===== config.mk =====
export PLATFORM = sky130hd
export DESIGN_NAME = jadc_div
export DESIGN_NICKNAME = d
export VERILOG_FILES = /design/src/rtl/core/joystick_axis_deadband_curve_shaper_defines.svh /design/src/rtl/core/jadc_pkg.sv /design/src/rtl/core/jadc_div.sv
export SDC_FILE = /design/constraint.sdc
export NUM_CORES = 1
export LEC_CHECK = 0
export ABC_AREA = 1
export BUFFER_PORTS_ARGS = -buffer_cell sky130_fd_sc_hd__buf_2
export CAP_MARGIN = 40
export CORE_ASPECT_RATIO = 1.2
export CORE_UTILIZATION = 50
export CTS_BUF_LIST = sky130_fd_sc_hd__clkbuf_16
export DETAILED_ROUTE_END_ITERATION = 7
export MAX_ROUTING_LAYER = met4
export PLACE_DENSITY = 0.74
export RECOVER_POWER = 25
export SLEW_MARGIN = 20
export SYNTH_ARGS = -nofsm -noshare
export SYNTH_HDL_FRONTEND = slang
export SYNTH_SLANG_ARGS = --single-unit
export TNS_END_PERCENT = 30

===== constraint.sdc =====
create_clock -name clk -period 2.59 [get_ports clk]
set_input_delay 0 -clock clk [delete_from_list [all_inputs] [get_ports clk]]
set_output_delay 0 -clock clk [all_outputs]
set_load 0.02 [all_outputs]

===== src/rtl/core/joystick_axis_deadband_curve_shaper_defines.svh =====
// Assertion macros for the joystick axis shaper.
`ifndef JOYSTICK_AXIS_DEADBAND_CURVE_SHAPER_DEFINES_SVH
`define JOYSTICK_AXIS_DEADBAND_CURVE_SHAPER_DEFINES_SVH
`ifndef SYNTHESIS
`define JADC_ASSERT_IMP(label, ante, cons) \
  label: assert property (@(posedge clk) disable iff (rst) (ante) |-> (cons)) \
    else $error("jadc: same-cycle check failed");
`define JADC_ASSERT_NXT(label, ante, cons) \
  label: assert property (@(posedge clk) disable iff (rst) (ante) |=> (cons)) \
    else $error("jadc: next-cycle check failed");
`else
`define JADC_ASSERT_IMP(label, ante, cons)
`define JADC_ASSERT_NXT(label, ante, cons)
`endif
`endif


===== src/rtl/core/jadc_pkg.sv =====
// Shared constants, types and fixed-point helpers for the joystick axis shaper.
`default_nettype none
package jadc_pkg;

  localparam int SAMPLE_BITS       = 12;
  localparam int CONFIG_FULL_SCALE = 32767;
  localparam int Q15_LIMIT         = 32767;
  localparam int Q15_BITS          = 15;
  localparam int ADDR_BITS         = 5;
  localparam int DATA_BITS         = 32;
  localparam int WEIGHT_BITS       = 16;

  typedef enum logic [2:0] {
    REG_MINIMUM  = 3'd0,
    REG_CENTER   = 3'd1,
    REG_MAXIMUM  = 3'd2,
    REG_DEADBAND = 3'd3,
    REG_INVERT   = 3'd4,
    REG_CURVE    = 3'd5,
    REG_SPEED    = 3'd6
  } reg_idx_t;

  typedef struct packed {
    logic ok;
    logic zero;
    logic neg;
  } tag_t;

  // Floor divide by fs, where fs is 2**kk or 2**kk - 1 (fold the high part back in).
  function automatic logic [47:0] div_fold(input logic [47:0] x, input logic [16:0] fs,
                                           input logic [4:0] kk);
    logic [47:0] q;
    logic [47:0] r;
    logic [47:0] a;
    logic [47:0] c;
    logic [47:0] mask;
    c    = (48'd1 << kk) - {31'd0, fs};
    mask = (48'd1 << kk) - 48'd1;
    q    = '0;
    r    = x;
    for (int i = 0; i < 3; i++) begin
      a = r >> kk;
      q = q + a;
      r = (r & mask) + (c[0] ? a : 48'd0);
    end
    if (r >= {31'd0, fs}) begin
      q = q + 48'd1;
    end
    return q;
  endfunction

endpackage
`default_nettype wire


===== src/rtl/core/jadc_div.sv =====
// Pipelined restoring divider, one quotient bit per stage, with a tag carried along.
`default_nettype none
module jadc_div #(
  parameter int DEN_BITS = jadc_pkg::SAMPLE_BITS,
  parameter int QUO_BITS = jadc_pkg::Q15_BITS
) (
  input  wire logic                         clk,
  input  wire logic                         rst,
  input  wire logic                         adv,
  input  wire logic                         in_vld,
  input  wire logic [DEN_BITS+QUO_BITS-1:0] num,
  input  wire logic [DEN_BITS-1:0]          den,
  input  wire jadc_pkg::tag_t               in_tag,
  output logic                              out_vld,
  output logic [QUO_BITS-1:0]               quo,
  output jadc_pkg::tag_t                    out_tag
);

  localparam int NST = QUO_BITS + 1;

  logic                vld   [NST];
  logic [DEN_BITS-1:0] rem   [NST];
  logic [QUO_BITS-1:0] nlo   [NST];
  logic [QUO_BITS-1:0] qacc  [NST];
  logic [DEN_BITS-1:0] dsor  [NST];
  jadc_pkg::tag_t      tag   [NST];

  logic [DEN_BITS:0]   trial [QUO_BITS];
  logic [DEN_BITS:0]   diff  [QUO_BITS];
  logic                ge    [QUO_BITS];
  logic [DEN_BITS-1:0] rem_next [QUO_BITS];

  always_comb begin
    for (int i = 0; i < QUO_BITS; i++) begin
      trial[i]    = {rem[i], nlo[i][QUO_BITS-1]};
      diff[i]     = trial[i] - {1'b0, dsor[i]};
      ge[i]       = trial[i] >= {1'b0, dsor[i]};
      rem_next[i] = ge[i] ? diff[i][DEN_BITS-1:0] : trial[i][DEN_BITS-1:0];
    end
  end

  always_ff @(posedge clk) begin
    if (rst) begin
      for (int i = 0; i < NST; i++) begin
        vld[i] <= 1'b0;
      end
    end else if (adv) begin
      vld[0] <= in_vld;
      for (int i = 0; i < QUO_BITS; i++) begin
        vld[i+1] <= vld[i];
      end
    end
  end

  always_ff @(posedge clk) begin
    if (adv) begin
      rem[0]  <= num[DEN_BITS+QUO_BITS-1:QUO_BITS];
      nlo[0]  <= num[QUO_BITS-1:0];
      qacc[0] <= '0;
      dsor[0] <= den;
      tag[0]  <= in_tag;
      for (int i = 0; i < QUO_BITS; i++) begin
        rem[i+1]  <= rem_next[i];
        nlo[i+1]  <= nlo[i] << 1;
        qacc[i+1] <= {qacc[i][QUO_BITS-2:0], ge[i]};
        dsor[i+1] <= dsor[i];
        tag[i+1]  <= tag[i];
      end
    end
  end

  assign out_vld = vld[QUO_BITS];
  assign quo     = qacc[QUO_BITS];
  assign out_tag = tag[QUO_BITS];

endmodule
`default_nettype wire


==> metrics.md, run 1 <==
| Metric | Value |
|---|---|
| Number of synthesized flops with an enable pin | roughly 660 |
| GR Util All Layers | 0.200 |
| CTS root buf | clkbuf_16 |
| Min Tclk post-route | ~2.3 ns |
| Worst slew pin tran | approximately 1.2 ns |
| WHS Endpoint | rem[0][5]$_DFFE_PP_ |
| Hold Path Class | in2reg |
| Arrival time at the worst endpoint | approximately 2.6 ns |
| Post-synthesis sequential area ratio | 0.583 |
| Non-Filler Instances | 4473 |
| Top cell type's share of synthesized area | 0.583 |
| Setup TNS | 0 ns |
| Worst stage delay on the critical path | 0.40 ns |
| Max clock buf depth | 3 |
| Die X | about 240 µm |
| Crit path cell chain | inv_1 > ha_1 > nand2_1 > nor3_1 > nand3_1 > nand3_2 > o21ai_0 |
| Worst R2R End | rem[0][24]$_DFFE_PP_ |
| Reg area | ~20000 µm² |
| Slew HR | 0.189 |
| Global-route wire length before repair | 108000 µm |
| Setup violations, final | 0 |
| Clock Skews | approximately 0.021 ns |
| Critical path's top delay family | simple AND/OR/NAND/NOR gates |
| H-tree levels | 3 |
| Post-synth ARST share | 0 |
| Status | complete, no violations |
| Initial core utilization | 0.507 |
| Top post-synthesis cells by area | edfxtp_1, nand2_1, inv_1, ha_1, nand3_1 |
| Vias | approximately 22000 |
| Initial antenna violation count | 0 |
| FILL cells | about 5800 |
| Pwr Density | ~1000 nW/µm² |
| Initial DRC count | between 1000 and 1500 |
| Switching part of the total | 0.361 |
| Hold Fails Final Rpt | 0 |
| Antenna Cells | 0 |
| Final Core Density | 0.566 |
| Worst IR drop on VDD | around 0.0006 V |
| DRC viols | 0 |
| Reg2reg path depth | 7 |
| Worst Setup Start Kind | flip-flop |
| Crit. End Element | flip-flop |
| Multi-input logic area | around 11000 µm² |
| DR WL/cell | 14.6 µm |
| CP Class | reg2reg |
| Vias in the first global route | between 20000 and 25000 |
| GRT overflow | 0 |
| Io pins | 65 |
| Clock power frac | 0.245 |
| Yosys warning count | 0 |
| Syn Inst Count | between 3000 and 4000 |
| Pre-Repair DR Iteration Count | 5 |
| Hold Path Stages | 2 |
| Top FF cell, synth | edfxtp_1 |
| Yosys reg bits | between 600 and 700 |
| Std-Cell Core Area | ~67000 µm² |
| WL final | about 65000 µm |
| Final Hold Slack | 0.117 ns |
| Die Y | 288 µm |
| Maximum capacitance violations | 0 |
| Vias/cell | between 5 and 6 |
| CP Data Required Time | between 2 and 3 ns |
| Top cells by count, synth | nand2_1, edfxtp_1, inv_1, nand3_1, ha_1 |
| Area Overhead vs Synth | 11.6% |
| Buf+Inv Stages, Crit Path | 1 |
| Tot Pwr | roughly 40000 µW |
| Final Max Slew Viols | 0 |
| Layout cells sized above 1 | 0.0932 |
| Leading area contributor after synthesis | edfxtp_1 |
| Power share of the combinational group | 0.361 |
| Clock buffer count from CTS | slightly below 70 |
| Post-Synthesis Cell Area | 34200 µm² |
| Crit Path Max Fanout | 20 |
| Fmax | around 0.43 GHz |
| Largest net degree at the start of global routing | 112 |
| FP Rows | ~100 |
| Critical Path Slowest Stage Cell | nand3_2 |
| Worst R2R Setup Slack | 0.27 ns |
| Psw | 14400 µW |
| Share of power burned in registers | 0.393 |
| Syn_area_per_cell | between 10 and 15 µm² |
| Final Net Count | 3763 |
| RSZ-0062 raised after global routing | no |
| DP HPWL | 48100 µm |
| Pint | 25500 µW |
| CTS Sinks | approximately 660 |
| Detail Route Antenna Nets | 0 |
| Syn Nets | ~3600 |
| Count leader, synth | nand2_1 |
| DP Cell Count | approximately 4300 |
| Reg-to-Reg Start | dsor[1][9]$_DFFE_PP_ |
| Worst-Skew Late Latency | approximately 0.60 ns |
| TritonCTS clock tree | yes |
| Worst hold path startpoint | num[20] |
| Netlist cell types | 34 |
| LEAKAGE | between 0.015 and 0.02 µW |
| GPL Wtd Cong | between 0.9 and 1 |
| Clock-pin slew on the worst setup and hold paths | 0.06 ns |
| Period utilization | 0.896 |
| Crit. Startpoint | dsor[1][9]$_DFFE_PP_ |
| Port bufs | 64 |
| DIE AREA | ~69000 µm² |
layout by cell type, fill, tap and decap left out, types with 2 or more instances in the layout:
cell           Yosys  layout
clkbuf_16          0      71
dlygate4sd3_1      0      45
nand3_1          183     183
nand3b_1          25      25
inv_6              0       2
ha_1             180     180
xnor2_1           14      14
a21oi_1           58      58
xor2_1            59      59
nand3_2           54      54
nand3_4            3       3
nor2_1           166     166
a21oi_4           14      14
nor2_4             4       4
nor3_2             3       3
o21ai_2           11      11
buf_12             3       9
clkinv_1           0       5
and2_1             2       2
nand4_1          128     128
nor2_2            16      16
o21ai_1           20      20
inv_2              3       3
clkinvlp_4         0       4
fa_1              14      14
clkinv_2           0      12
buf_4             18      17
o21ai_0           66      66
bufinv_16          0       8
inv_1            657     669
buf_2              9      62
edfxtp_1         664     664
clkinv_4           0       5
nor3_1            24      24
nand2_2           31      31
nand2_1          914     914
worst reg2reg max path, stage by stage, from the launching register on:
cell	delay, ns
edfxtp_1	0.38
inv_1	0.06
ha_1	0.39
nand2_1	0.13
nor3_1	0.25
nand3_1	0.27
nand3_2	0.41
o21ai_0	0.16
state kept, by name, indices dropped and copies added, names as in the netlist:
signal and flops:
nlo 120, vld 16, qacc 120, rem 180
dsor 180, tag 48
cells by family after synthesis:
group                      count (synthesis)  share of synthesized area
xor gates and xnor gates                  73                     0.0187
AOI/OAI and AO/OA                        170                     0.0308
and+or+nand+nor                         1556                      0.207
DFF                                      664                      0.583
buffers and inverters                    712                     0.0865
adders and majority gates                194                     0.0740
metrics by stage:
stage          cell area (µm²)  setup WS (ns)
4_1_cts                  38200          0.252
3_3_place_gp             35500          0.266
3_5_place_dp             35500          0.266
2_1_floorplan            34200          0.721
5_1_grt                  38200         0.0344
6_report                 38200          0.270
timing repair:
item,CTS,global route
gates resized for setup,0,0
endpoints found under the hold margin,82,0
hold buffers,45,0
buffers inserted,0,0
worst max-delay path by stage:
stage,end,slack [ns],depth (start not counted)
3_3_place_gp,rem[0][25]$_DFFE_PP_,0.27,7
6_report,rem[0][24]$_DFFE_PP_,0.27,7
2_1_floorplan,rem[0][90]$_DFFE_PP_,0.72,10
3_5_place_dp,rem[0][16]$_DFFE_PP_,0.27,6
4_1_cts,rem[0][16]$_DFFE_PP_,0.25,6
5_1_grt,rem[0][24]$_DFFE_PP_,0.03,9
layout make-up:
type / instances / share of cell area
sequential: 664 / 0.522
clock buffer: 71 / 0.0466
multi-input combinational: 1993 / 0.296
inverter: 660 / 0.0649
tap: 901 / 0.0295
clock inverter: 49 / 0.0122
timing repair buffer: 135 / 0.0282
metal layers:
layer	up-vias	share of wire	track usage
li1	11400	-	-
met1	10400	0.43	0.244
met2	485	0.50	0.341
met3	136	0.042	0.0299
met4	0	0.027	0.0666
met5	-	0	-
power groups by stage:
stage / Clock [µW] / Combinational [µW] / Sequential [µW]
2_1_floorplan: 0 / 11600 / 15300
3_3_place_gp: 0 / 14100 / 15900
3_5_place_dp: 0 / 14200 / 15900
4_1_cts: 10100 / 14400 / 15700
5_1_grt: 10500 / 16500 / 15900
6_report: 9790 / 14400 / 15700
Power figures use the tool's default switching activity.
==> run 2: changes to the inputs <==
Settings changed: SLEW_MARGIN 20 to unset.
Clock period 2.59 ns to 2.4 ns, I/O delays scaled along.
==> metrics.md, run 2 (synthesis results as in run 1) <==
| Metric | Value |
|---|---|
| Gr busiest metal | met2 |
| Initial antenna violation count | 0 (unchanged) |
| Period utilization | 0.924 (+0.0277) |
| CP Class | reg2reg |
| Die Y | 288 µm (unchanged) |
| Detail Route Antenna Nets | 0 (unchanged) |
| CTS Sinks | 664 (unchanged) |
| Crit Path Max Fanout | 3 (-85%) |
| FP Rows | 104 (unchanged) |
| Regs by FF count | dsor x180, rem x180 |
| Initial core utilization | 0.507 (unchanged) |
| Vias in the first global route | 22300 (+0.98%) |
| Max clock buf depth | 3 (unchanged) |
| Vias | 22400 (-0.30%) |
| Met1 GRT Util | 0.239 (-0.00568) |
| LEAKAGE | 0.0175 µW (+1.0%) |
| Clock buffer count from CTS | 70 (+1.4%) |
| DP HPWL | 49000 µm (+1.8%) |
| Share of power burned in registers | 0.390 (-0.003) |
| Antenna Cells | 0 (unchanged) |
| Initial DRC count | 1304 (+0.38%) |
| Setup violations, final | 0 (unchanged) |
| Most frequent cells in the layout | nand2_1, inv_1, edfxtp_1 |
| Leading cell type in the layout, fill and taps excluded | nand2_1 |
| Port bufs | 64 (unchanged) |
| Worst setup margin | 0.183 ns (-0.0862 ns) |
| Min Tclk post-route | 2.22 ns (-0.104 ns) |
| GR Util All Layers | 0.202 (+0.00201) |
| CP Data Required Time | 2.73 ns (-0.18 ns) |
| Final Core Density | 0.571 (+0.00488) |
| Pre-Repair DR Iteration Count | 6 (+1) |
| Clock power frac | 0.247 (+0.002) |
| RSZ-0062 raised after global routing | no |
| Largest net degree at the start of global routing | 101 (-9.8%) |
| Pint | 27800 µW (+9.1%) |
| Status | complete, no violations |
| Worst slew pin tran | 0.556 ns (-0.661 ns) |
| Worst-Skew Late Latency | 0.60 ns (about the same) |
| Clock Skews | 0.0241 ns (+0.00299 ns) |
| DP Cell Count | 4334 (+0.60%) |
| Die X | 241 µm (unchanged) |
| Arrival time at the worst endpoint | 2.55 ns (-0.09 ns) |
| Layout cells sized above 1 | 0.0988 (+0.00553) |
| Psw | 15600 µW (+8.3%) |
| DIE AREA | 69500 µm² (unchanged) |
| Hold Path Class | in2reg |
| Tot Pwr | 43400 µW (+8.8%) |
| Crit. End Element | flip-flop |
| GRT met2 Usage | 0.351 (+0.0101) |
| Worst IR drop on VDD | 0.000671 V (+9.6%) |
| Slew HR | 0.629 (+0.441) |
| Final Net Count | 3790 (+0.72%) |
| Area Overhead vs Synth | 12.6% |
| WL final | 66200 µm (+1.1%) |
| GRT overflow | 0 (unchanged) |
| GRT met3 Usage | 0.0295 (-0.000382) |
| Setup TNS | 0 ns (unchanged) |
| FILL cells | 5802 (+0.54%) |
| Final Max Slew Viols | 0 (unchanged) |
| DRC viols | 0 (unchanged) |
| Global-route wire length before repair | 108000 µm (+0.63%) |
| Std-Cell Core Area | 67400 µm² (unchanged) |
| Maximum capacitance violations | 0 (unchanged) |
| Post-CTS Setup Repair Bufs | 0 (unchanged) |
| Non-Filler Instances | 4506 (+0.74%) |
| Power share of the combinational group | 0.363 (+0.002) |
| Vias/cell | 4.96 (-1.0%) |
| Io pins | 65 (unchanged) |
| Hold Fails Final Rpt | 0 (unchanged) |
| Pre-CTS setup slack | 0.0542 ns (-0.212 ns) |
| DR WL/cell | 14.7 µm (+0.36%) |
| Pwr Density | 1130 nW/µm² (+7.9%) |
| Switching part of the total | 0.359 (-0.00172) |
| GPL Wtd Cong | 0.947 (+3.5%) |
| H-tree levels | 3 (unchanged) |
| Clock-pin slew on the worst setup and hold paths | 0.06 ns (about the same) |
| Fmax | 0.451 GHz (+4.7%) |
| Worst Setup Start Kind | flip-flop |
| CTS root buf | clkbuf_16 |
| TritonCTS clock tree | yes |
==> run 2: final timing paths <==
check | start | slack, ns | to | cells past startpoint
max | dsor[8][0]$_DFFE_PP_ | 0.18 | rem[1][20]$_DFFE_PP_ | 10
max reg2reg | dsor[8][0]$_DFFE_PP_ | 0.18 | rem[1][20]$_DFFE_PP_ | 10
min | den[8] | 0.10 | dsor[0][8]$_DFFE_PP_ | 2
min reg2reg | nlo[0][86]$_DFFE_PP_ | 0.40 | nlo[0][102]$_DFFE_PP_ | 0
==> run 2: routing by layer <==
metal | part of all wire | up-vias
met3 | 0.041 | 116
met5 | 0 | -
met1 | 0.42 | 10300
li1 | - | 11500
met2 | 0.50 | 440
met4 | 0.030 | 0
==> run 2: power by group through the flow <==
stage,clock (µW),sequential (µW),combinational (µW)
after floorplan,0,16500,12500
after global placement,0,17100,15300
after detailed placement,0,17100,15500
after CTS,11000,16900,15700
after global routing,11400,17100,18000
final,10700,16900,15800
==> run 2: stage by stage <==
step                      cell area (µm²)  hold slack (ns)
after global placement              35700            0.176
after floorplan                     34200           0.0989
after detailed placement            35700            0.178
after global routing                38500           0.0868
after CTS                           38400           0.0743
final                               38500            0.104
==> run 2: area by class of cell <==
cell class | count | area [µm²] | area share
clock buffers | 74 | 1850 | 0.0481
clock inverters | 53 | 444 | 0.0115
inverters | 660 | 2480 | 0.0644
multi-input cells | 1993 | 11400 | 0.295
flip-flops and latches | 664 | 19900 | 0.518
well taps | 901 | 1130 | 0.0293
repair buffers | 161 | 1300 | 0.0337
==> run 2: timing repair <==
action | in CTS | in global routing
hold endpoints to repair | 81 | 0
setup endpoints to repair | 0 | 44
resized for setup | 0 | 7
hold buffers | 45 | 0
==> run 2: worst max-delay path, stage by stage, from the launching register on <==
cell	delay, ns
edfxtp_1	0.54
ha_1	0.30
fa_1	0.42
inv_1	0.10
nand3_1	0.07
nand3_1	0.14
nand2_1	0.10
nand2_1	0.08
nand2_1	0.06
nand3_2	0.07
nand2_1	0.06
==> run 3: changes to the inputs <==
Settings changed: GPL_ROUTABILITY_DRIVEN set to 0.
Clock period 2.4 ns to 2.76 ns, I/O delays scaled along.
==> metrics.md, run 3 (synthesis results as in run 1) <==
| Metric | Value |
|---|---|
| Status | complete, no violations |
| Std-Cell Core Area | 67400 µm² (unchanged) |
| Clock buffer count from CTS | 69 (-1.4%) |
| Die Y | 288 µm (unchanged) |
| Crit path cell chain | inv_1 > ha_1 > nand2_1 > nand2_1 > nand2_1 > nand3_2 > nand2_2 > nand3_2 > nand2_1 > o21ai_0 |
| Crit Path Max Fanout | 20 (+17) |
| Final Net Count | 3756 (-0.90%) |
| Final Core Density | 0.568 (-0.00338) |
| Initial core utilization | 0.507 (unchanged) |
| Maximum capacitance violations | 0 (unchanged) |
| Met1 GRT Util | 0.224 (-0.0145) |
| DP Cell Count | 4301 (-0.76%) |
| GRT met2 Usage | 0.335 (-0.0159) |
| Hold Path Class | in2reg |
| Io pins | 65 (unchanged) |
| Pwr Density | 988 nW/µm² (-12%) |
| Worst stage delay on the critical path | 0.48 ns (-0.06 ns) |
| Initial antenna violation count | 1 (+1) |
| Min Tclk post-route | 2.40 ns (+0.178 ns) |
| Die X | 241 µm (unchanged) |
| DR WL/cell | 14.3 µm (-2.5%) |
| Port bufs | 64 (unchanged) |
| FILL cells | 5686 (-2.0%) |
| DIE AREA | 69500 µm² (unchanged) |
| Largest net degree at the start of global routing | 116 (+15%) |
| Reg area | 19900 µm² (unchanged) |
| Initial DRC count | 1404 (+7.7%) |
| Final Max Slew Viols | 0 (unchanged) |
| Setup TNS | 0 ns (unchanged) |
| # hold bufs at CTS | 45 (unchanged) |
| Post-CTS Setup Repair Bufs | 0 (unchanged) |
| LEAKAGE | 0.0174 µW (-0.91%) |
| CTS root buf | clkbuf_16 |
| CP Data Required Time | 3.08 ns (+0.35 ns) |
| Vias | 22700 (+1.5%) |
| DRC viols | 0 (unchanged) |
| Setup violations, final | 0 (unchanged) |
| Layout cells sized above 1 | 0.0911 (-0.00764) |
| Most frequent cells in the layout | nand2_1, inv_1, edfxtp_1 |
| Crit. End Element | flip-flop |
| TritonCTS clock tree | yes |
| GRT met3 Usage | 0.0294 (-0.0000956) |
| Non-Filler Instances | 4469 (-0.82%) |
| Worst IR drop on VDD | 0.000608 V (-9.3%) |
| Critical Path Slowest Stage Cell | edfxtp_1 |
| Gr busiest metal | met2 |
| GR Util All Layers | 0.194 (-0.00827) |
| CP Class | reg2reg |
| Arrival time at the worst endpoint | 2.72 ns (+0.17 ns) |
| RSZ-0062 raised after global routing | no |
| Detail Route Antenna Nets | 0 (unchanged) |
| Hold Fails Final Rpt | 0 (unchanged) |
| Clock-pin slew on the worst setup and hold paths | 0.06 ns (about the same) |
| Slew HR | 0.568 (-0.0613) |
| H-tree levels | 3 (unchanged) |
| Max clock buf depth | 3 (unchanged) |
| Most common cell on crit path | nand2_1 |
| Final Hold Slack | 0.0897 ns (-0.0142 ns) |
| Leading cell type in the layout, fill and taps excluded | nand2_1 |
| Fmax | 0.418 GHz (-7.4%) |
| Post-CTS Resized | 0 (unchanged) |
| WL final | 64000 µm (-3.3%) |
| Multi-input logic area | 11300 µm² (-0.51%) |
| Global-route wire length before repair | 105000 µm (-2.9%) |
| Vias/cell | 5.08 (+2.3%) |
| Vias in the first global route | 22300 (+0.24%) |
| Worst slew pin tran | 0.648 ns (+0.0919 ns) |
| Period utilization | 0.868 (-0.0558) |
| GRT overflow | 0 (unchanged) |
| DP HPWL | 46100 µm (-5.8%) |
| Pre-Repair DR Iteration Count | 8 (+2) |
| FP Rows | 104 (unchanged) |
| Worst Setup Start Kind | flip-flop |
| Regs by FF count | dsor x180, rem x180 |
| Worst-Skew Late Latency | 0.62 ns (+0.02 ns) |
| CTS Sinks | 664 (unchanged) |
| Clock Skews | 0.0312 ns (+0.00713 ns) |
| Area Overhead vs Synth | 11.9% |
-- run 3: cell types whose count changed in the layout (fill, tap and decap cells not counted), sizes merged --
cell,previous run,this run
buf,116,80
clkinvlp,3,6
bufinv,7,10
clkbuf,74,77
inv,682,672
diode,0,1
clkinv,21,20
-- run 3: power by group --
group | switching [µW] | total [µW] | internal, µW
Clock | 3810 | 9610 | 5800
Combinational | 8740 | 13500 | 4790
Sequential | 1020 | 14700 | 13600
-- run 3: cell type report --
cell class / count / share of cell area
Clock buffer: 74 / 0.0484
Inverter: 660 / 0.0647
Tap cell: 901 / 0.0295
Timing Repair Buffer: 128 / 0.0273
Sequential cell: 664 / 0.521
Antenna cell: 1 / 0.0000654
Multi-Input combinational cell: 1993 / 0.295
Clock inverter: 48 / 0.0137
-- run 3: final timing paths --
kind                              from                     to  slack [ns]  depth (start not counted)
setup / recovery  dsor[9][2]$_DFFE_PP_   rem[1][27]$_DFFE_PP_        0.36                         10
hold reg to reg   nlo[0][97]$_DFFE_PP_  nlo[0][113]$_DFFE_PP_        0.41                          0
hold / removal                 num[13]   nlo[0][13]$_DFFE_PP_        0.09                          2
setup reg to reg  dsor[9][2]$_DFFE_PP_   rem[1][27]$_DFFE_PP_        0.36                         10
-- run 3: stage by stage --
step / power [µW] / cell area (µm²) / worst slack (ns)
global route: 40400 / 38300 / 0.172
CTS: 37900 / 38300 / 0.369
detailed placement: 28100 / 35400 / 0.411
global placement: 27800 / 35400 / 0.425
finish: 37800 / 38300 / 0.365
floorplan: 25200 / 34200 / 0.891
-- run 3: worst max-delay path: cells and delay by family, from the launching register on --
kind / cells / cell delay (ns)
AND/OR/NAND/NOR: 7 / 1.04
flip-flops: 1 / 0.48
adder cells (fa/ha/maj): 1 / 0.40
AO/OA/AOI/OAI: 1 / 0.12
buffers and inverters: 1 / 0.08
-- run 3: metal layers --
| layer | up-vias | wire [µm] |
|---|---|---|
| li1 | 11400 | - |
| met3 | 198 | 3150 |
| met4 | 0 | 2510 |
| met1 | 10500 | 26200 |
| met2 | 608 | 32100 |
| met5 | - | 0 |
